File: src/assert_macros.svh
// Assertion macros shared by the box mean filter RTL.
// Depends on nothing; users supply clock and reset signals named clock and reset.
`ifndef ASSERT_MACROS_SVH
`define ASSERT_MACROS_SVH

// Property that must hold at every clock edge outside reset.
`define BMF_ASSERT(lbl, prop, msg) \
   lbl: assert property (@(posedge clock) disable iff (reset) (prop)) else $error(msg);

// Condition that, once seen, must be followed by another on the next edge.
`define BMF_ASSERT_NEXT(lbl, pre, post, msg) \
   lbl: assert property (@(posedge clock) disable iff (reset) (pre) |=> (post)) else $error(msg);

`endif

File: src/bmf_pkg.sv
// Package of the RGBA box mean filter: geometry constants, state and lane types.
// Depends on nothing; used by every module of the block.
package bmf_pkg;

   localparam int RADIUS     = 1;
   localparam int MAX_WIDTH  = 1024;
   localparam int MAX_HEIGHT = 4096;
   localparam int CHANNELS   = 4;

   localparam int RING_ROWS = 2 * RADIUS + 2;
   localparam int RING_W    = $clog2(RING_ROWS);
   localparam int COL_W     = $clog2(MAX_WIDTH);
   localparam int ADDR_W    = $clog2(RING_ROWS * MAX_WIDTH);
   localparam int WIN       = 2 * RADIUS + 1;
   localparam int CNT_MAX   = WIN * WIN;
   localparam int CNT_W     = $clog2(CNT_MAX + 1);
   localparam int SUM_W     = $clog2(CNT_MAX * 255 + 1);

   localparam logic [1:0] CSR_WIDTH  = 2'd0;
   localparam logic [1:0] CSR_HEIGHT = 2'd1;
   localparam logic [1:0] CSR_BYPASS = 2'd2;

   typedef enum logic [2:0] {
      ST_IDLE,
      ST_CHECK,
      ST_ADDR,
      ST_ACC,
      ST_DIV,
      ST_HOLD
   } state_type;

   typedef struct packed {
      logic       clear;
      logic       acc;
      logic       div;
      logic [2:0] shift;
   } lane_ctl_type;

   function automatic logic [RING_W-1:0] ring_inc(input logic [RING_W-1:0] r);
      ring_inc = (r == RING_W'(RING_ROWS - 1)) ? '0 : r + RING_W'(1);
   endfunction

endpackage

File: src/bmf_lane.sv
// One channel lane: accumulates window bytes, then divides the sum by the pixel count.
// Depends on bmf_pkg for widths and the lane control struct.
module bmf_lane import bmf_pkg::*; (
   input  logic             clock,
   input  lane_ctl_type     ctl,
   input  logic [7:0]       chan,
   input  logic [CNT_W-1:0] count,
   output logic [7:0]       quot
);

   logic [SUM_W-1:0] rem_ff, rem_in;
   logic [7:0]       quot_ff, quot_in;
   logic [SUM_W+7:0] trial;

   // Restoring division, one quotient bit per cycle from the top bit down.
   assign trial = (SUM_W + 8)'(count) << ctl.shift;

   always_comb begin
      rem_in  = rem_ff;
      quot_in = quot_ff;
      if (ctl.clear) begin
         rem_in  = '0;
         quot_in = '0;
      end else if (ctl.acc) begin
         rem_in = rem_ff + SUM_W'(chan);
      end else if (ctl.div) begin
         if ({8'b0, rem_ff} >= trial) begin
            rem_in             = rem_ff - trial[SUM_W-1:0];
            quot_in[ctl.shift] = 1'b1;
         end
      end
   end

   always_ff @(posedge clock) begin
      rem_ff  <= rem_in;
      quot_ff <= quot_in;
   end

   assign quot = quot_ff;

endmodule

File: config.mk
export PLATFORM = sky130hd
export DESIGN_NAME = bmf_lane
export DESIGN_NICKNAME = d
export VERILOG_FILES = /design/src/assert_macros.svh /design/src/bmf_pkg.sv /design/src/bmf_lane.sv
export SDC_FILE = /design/constraint.sdc
export NUM_CORES = 1
export LEC_CHECK = 0
export BUFFER_PORTS_ARGS = -buffer_cell sky130_fd_sc_hd__buf_2
export CAP_MARGIN = 0
export CORE_MARGIN = 4
export CORE_UTILIZATION = 35
export DETAILED_ROUTE_END_ITERATION = 10
export PLACE_DENSITY_LB_ADDON = 0.25
export SLEW_MARGIN = 10
export SYNTH_ARGS = -nofsm -noshare
export SYNTH_HDL_FRONTEND = slang
export SYNTH_SLANG_ARGS = --single-unit
File: constraint.sdc
create_clock -name clock -period 3.3 [get_ports clock]
set_clock_uncertainty 0.1 [all_clocks]
set_input_delay 0.165 -clock clock [delete_from_list [all_inputs] [get_ports clock]]
set_output_delay 0.165 -clock clock [all_outputs]
set_load 0.1 [all_outputs]
After elaboration in Yosys (flattened, before gate mapping). Index checks and enable logic that the tools add are counted.

Bitwise operators: 2. Add/subtract/negate cells: 2. Equal/unequal tests: 0. Magnitude comparators: 3. Reductions and logical operators: 5. Div/mod/pow operators: 0. Shift operators: 1. $mul: 0. Muxes and demuxes: 5.

Operators with widths (number): 2-to-1 mux 12 bit (3); greater-or-equal comparator 12 x 20 -> 1 bit (1); << shifter 4 x 3 -> 20 bit (1); adder 12 x 8 -> 12 bit (1); subtractor 12 bit (1); OR 8 bit (1); less-than comparator 3 x 4 -> 1 bit, second input constant (1); nonzero test 2 bit (2); demux 1 bit (select 3 bit) (1); greater-or-equal comparator 3 x 1 -> 1 bit, second input constant (1); AND reduction 3 bit (1); AND reduction 2 bit (1); logical AND 1 bit (1); 2-to-1 mux 1 bit (1); NOT 1 bit (1).

ROM bits: 0. Bits in writable memories: 0. Input port bits: 19. Output and inout port bits: 8. Bits in latches: 0. Memories: 0. Bits in registers: 20.

Depth between registers and ports, before layout.
Word-level depth: 5. Depth in mapped cells: 16. Mapped depth without buffers: 14.

Worst setup path before layout. OpenSTA, ideal clock, no wires.

Path kind: input to register. From: input count[3]. To: register rem_ff[11]. Data arrival time: 2928 ps. Path buffers: 1. Setup time: 123 ps. Slack: 148 ps. Stages: 15. Required time: 3077 ps. Path through: buf_2 mux2_2 a22oi_4 o211a_1 nand4_2 a21oi_1 xnor2_1 nor2_1 ha_1 or3_1 o21ai_0 a31oi_1 nand2b_1 mux2i_1 mux2_1.

Cells in the longest elaborated chain, start to end: 5.

RTL lines: start: declaration (line bmf_lane.sv:7) `input logic [CNT_W-1:0] count,`; << shifter 4 x 3 -> 20 bit * (line bmf_lane.sv:16) `assign trial = (SUM_W + 8)'(count) << ctl.shift;`; subtractor 12 bit (line bmf_lane.sv:28) `rem_in = rem_ff - trial[SUM_W-1:0];`; 2-to-1 mux 12 bit (line bmf_lane.sv:27) `if ({8'b0, rem_ff} >= trial) begin`; 2-to-1 mux 12 bit (line bmf_lane.sv:26) `end else if (ctl.div) begin`; 2-to-1 mux 12 bit (line bmf_lane.sv:24) `end else if (ctl.acc) begin`; end signal: assignment (line bmf_lane.sv:35) `rem_ff <= rem_in;`; end: declaration (line bmf_lane.sv:11) `logic [SUM_W-1:0] rem_ff, rem_in;`.

Mark *: on every way between the ends. The rest lies on a longest branch, timed or not. The select of a mux whose other input is x is not followed. A chain may end at the register's enable or synchronous reset.

Worst setup path in the final report.
From: input ctl[1] (netlist bit). To: register rem_ff[10].

Cells in the longest elaborated chain, start to end: 5.

RTL lines: start: declaration (line bmf_lane.sv:5) `input lane_ctl_type ctl,`; << shifter 4 x 3 -> 20 bit * (line bmf_lane.sv:16); subtractor 12 bit (line bmf_lane.sv:28); 2-to-1 mux 12 bit (line bmf_lane.sv:27); 2-to-1 mux 12 bit (line bmf_lane.sv:26); 2-to-1 mux 12 bit (line bmf_lane.sv:24).

Marked as above.

==> summary.json <==
{
  "worst_setup_path": {
    "worst_r2r_startpoint": "rem_ff[0]",
    "critical_path_arrival_ns": 3.11,
    "critical_path.max_fanout": 14,
    "critical_path_capture_point_type": "flop",
    "reg2reg_to": "rem_ff[10]",
    "r2r_slack_ns": 0.81,
    "r2r.worst_path.cells": 10,
    "worstSetupPathType": "in -> reg",
    "critical_path_required_ns": 3.34,
    "critPathLaunchType": "input pin"
  },
  "detailed_routing": {
    "via_count": 1975,
    "wirelength_mm": 5.20,
    "drc_errors": 0,
    "drt-wirelength-per-cell_um": 14.4,
    "drt-pass1-iter-count": 4,
    "drtIter0Drc": 119,
    "dr_vias_cell": 5.46,
    "drt.antenna.violating_nets": 0
  },
  "final_layout": {
    "register_area_sq_um": 400,
    "ant_diodes": 0,
    "num-nets-final": 333,
    "finish.cell_count_without_fillers": 362,
    "n_fill_cell": 584,
    "layout-area-overhead-vs-synth_pct": 20.0,
    "area_of_the_multi_input_gates_sq_um": 1540,
    "layout-drive-gt1-share_pct": 23.4
  },
  "hold_path": {
    "worst_hold_path.endpoint": "rem_ff[3]",
    "holdPathStages": 2,
    "hold_class": "in -> reg",
    "hold_path.startpoint": "ctl[5]"
  },
  "power": {
    "p_leak_nw": 1.15,
    "cellPowerDensity_nw_per_um2": 646,
    "vdd_drop_max_v": 0.000292
  },
  "synthesis": {
    "library_cell_occupying_the_most_area_in_the_post_synthesis_netlist": "sky130_fd_sc_hd__dfxtp_1",
    "mappedNetlistNets": 292,
    "netlist.area_leader.share_pct": 19.9,
    "postSynthAreaPerCell_sq_um": 8.06,
    "synth_instances": 250,
    "yosys_register_bits": 20,
    "synth_async_sr_flop_share_pct": 0,
    "post_synth_edffs": 0,
    "yosys.cell_types.count": 57,
    "synthesis.yosys.warnings": 0,
    "netlist_top_cells_area": "sky130_fd_sc_hd__dfxtp_1 20%, sky130_fd_sc_hd__ha_1 14%, sky130_fd_sc_hd__mux2i_1 6.0%, sky130_fd_sc_hd__a21oi_1 5.5%, sky130_fd_sc_hd__nor2_1 4.7%",
    "synth_sequential_area_ratio_pct": 19.9,
    "synth-main-ff-cell": "sky130_fd_sc_hd__dfxtp_1",
    "synthesis.area_sq_um": 2020
  },
  "place": {
    "placement.io_buffers": 26,
    "dp.cells": 358,
    "dp_hpwl_mm": 4.11,
    "routabilityCongestion": 0.879
  },
  "global_route": {
    "grt_usage_pct": 15.1,
    "gr-total-overflow": 0,
    "grt_first_pass_wirelength_mm": 8.94,
    "first_global_vias": 1892,
    "pin_count_of_the_biggest_net_entering_global_routing": 22,
    "grt_antenna_before_repair": 0
  },
  "die": {
    "die_h_um": 83.9,
    "initial_core_utilization_pct": 36.4,
    "io_pins": 27,
    "die_area_sq_um": 7040,
    "core_area_sq_um": 5540,
    "floorplan.die.width_um": 83.9,
    "standard_cell_rows": 27
  },
  "sta": {
    "timing_hold_violations_final": 0,
    "period_minus_slack_ns": 3.07,
    "slew-limit-headroom_pct": 65.7,
    "rsz_0062_raised_after_global_routing": "false",
    "tightestPinTransition_ns": 0.510,
    "final_min_period_over_clock_period_pct": 93.0,
    "timing.fmax_mhz": 326,
    "fin_hold_ws_ns": 0.215,
    "final-setup-viol-count": 0,
    "setup_total_neg_slack_ns": 0,
    "timing.final.max_slew_violations": 0
  },
  "cts": {
    "clock_latency_of_the_later_clocked_register_in_the_worst_skew_pair_ns": 0.26,
    "number_of_buffers_inserted_during_clock_tree_synthesis": 3,
    "clkSlewWorstSetupHoldPaths_ns": 0.09,
    "tritoncts_clock_tree": "done",
    "htreeDepth": 1,
    "post-cts-setup-buffers": 0,
    "cts_root_buf": "sky130_fd_sc_hd__clkbuf_8",
    "clock_tree.buffer_depth": 2,
    "clock_sinks": 20
  },
  "status": {
    "outcome": "finished, final reports clean"
  },
  "flow_run": {
    "maxCapViolCount": 0
  }
}
-- registers in the layout (all words and copies together) (netlist names) --
register and cells:
rem_ff 12, quot 8
-- synth_stat cells, types with 2 or more instances --
master / instances
sky130_fd_sc_hd__nor2b_1: 8
sky130_fd_sc_hd__o31ai_1: 2
sky130_fd_sc_hd__dfxtp_1: 20
sky130_fd_sc_hd__a21o_1: 4
sky130_fd_sc_hd__mux2i_1: 12
sky130_fd_sc_hd__nand2_1: 20
sky130_fd_sc_hd__o211ai_1: 2
sky130_fd_sc_hd__mux2_2: 3
sky130_fd_sc_hd__o211a_1: 3
sky130_fd_sc_hd__nor3_1: 8
sky130_fd_sc_hd__nand2b_1: 6
sky130_fd_sc_hd__ha_1: 22
sky130_fd_sc_hd__a31oi_1: 3
sky130_fd_sc_hd__inv_1: 7
sky130_fd_sc_hd__a21oi_1: 22
sky130_fd_sc_hd__o32ai_1: 2
sky130_fd_sc_hd__a211o_1: 3
sky130_fd_sc_hd__nand4_1: 2
sky130_fd_sc_hd__clkbuf_1: 6
sky130_fd_sc_hd__o21ai_0: 17
sky130_fd_sc_hd__buf_2: 4
sky130_fd_sc_hd__nor2_1: 25
sky130_fd_sc_hd__xnor2_1: 9
sky130_fd_sc_hd__a211oi_1: 2
sky130_fd_sc_hd__xor2_1: 4
sky130_fd_sc_hd__o21a_1: 3
-- layout make-up --
type,count,share of cell area (%)
Clock buffer,3,1.71
Clock inverter,1,1.24
Sequential cell,20,16.6
Tap cell,72,3.72
Timing Repair Buffer,48,12.2
Inverter,7,1.09
Multi-Input combinational cell,211,63.5
-- where the power goes --
part | switching [mW] | leakage [nW] | internal [mW] | total (mW)
clock | 0.0940 | 0.0357 | 0.162 | 0.256
sequential | 0.0642 | 0.164 | 0.305 | 0.370
combinational | 0.491 | 0.948 | 0.445 | 0.936
total | 0.649 | 1.15 | 0.913 | 1.56
-- worst max-delay path: stages --
cell and delay, ns:
sky130_fd_sc_hd__buf_2 0.19, sky130_fd_sc_hd__buf_4 0.17, sky130_fd_sc_hd__or4b_4 0.52, sky130_fd_sc_hd__o21ai_0 0.17, sky130_fd_sc_hd__ha_1 0.20, sky130_fd_sc_hd__inv_1 0.06
sky130_fd_sc_hd__fa_1 0.40, sky130_fd_sc_hd__nor2b_1 0.13, sky130_fd_sc_hd__o21a_1 0.14, sky130_fd_sc_hd__o21ai_0 0.11, sky130_fd_sc_hd__a21oi_1 0.31, sky130_fd_sc_hd__nor4_1 0.08
sky130_fd_sc_hd__o31ai_1 0.35, sky130_fd_sc_hd__a21oi_1 0.12
-- worst max path at each step --
stage | startpoint | cells past startpoint | slack (ns) | endpoint
2_1_floorplan | count[3] | 15 | 0.15 | rem_ff[11]
3_3_place_gp | ctl[0] | 14 | -0.01 | rem_ff[11]
3_5_place_dp | ctl[1] | 15 | -0.03 | rem_ff[11]
4_1_cts | ctl[1] | 15 | 0.25 | rem_ff[11]
5_1_grt | ctl[1] | 15 | 0.005 | rem_ff[11]
6_report | ctl[1] | 14 | 0.23 | rem_ff[10]
-- cells in the final DEF (no fill, tap or decap), drive strengths merged, types with 2 or more instances in the layout --
cell type  Yosys  routed
a31oi          3       3
nor2b          8       8
o211a          3       3
clkbuf         6       3
dfxtp         20      20
nand2         20      20
o21bai         2       2
a22oi          2       2
a211o          3       3
xor2           4       4
nor2          25      25
a21o           4       4
buf            6      48
nand4          3       3
mux2i         12      12
o211ai         2       2
o21a           3       3
o21ai         18      18
o32ai          2       2
o31ai          3       3
a211oi         3       3
nand2b         6       6
a21oi         23      23
inv            7       7
mux2           4       4
xnor2          9       9
nor3           8       8
ha            22      22
-- per-layer routing --
| metal | part of all wire, % | track usage, % |
|---|---|---|
| met5 | 0 | 0 |
| met4 | 1.6 | 4.24 |
| met3 | 4.9 | 2.67 |
| met2 | 46 | 24.7 |
| met1 | 47 | 20.4 |
-- metrics by stage --
step	instance area, sq um	setup slack [ns]	utilization, %	total power, mW
2_1_floorplan	2020	0.148	-	1.07
3_3_place_gp	2340	-0.0110	42.2	1.29
3_5_place_dp	2340	-0.0291	42.2	1.31
4_1_cts	2410	0.255	43.5	1.57
5_1_grt	2420	0.00452	43.7	1.71
6_report	2420	0.230	43.7	1.56
-- cells by family (layout without fill, tap and decap cells) --
family	Yosys count	in the layout	share of synthesized area, %
compound gates	79	79	27.4
mux	16	16	8.19
xor+xnor	13	13	5.65
flops	20	20	19.9
buf+inv	19	59	4.35
fa+ha+maj	23	23	14.6
simple gates	80	80	19.9
-- what timing repair did --
item                                    CTS  global route
endpoints found under the setup margin    0             1
hold buffers                              0             0
resized for setup                         0             2
No activity file was read; power rests on OpenSTA's default activity.
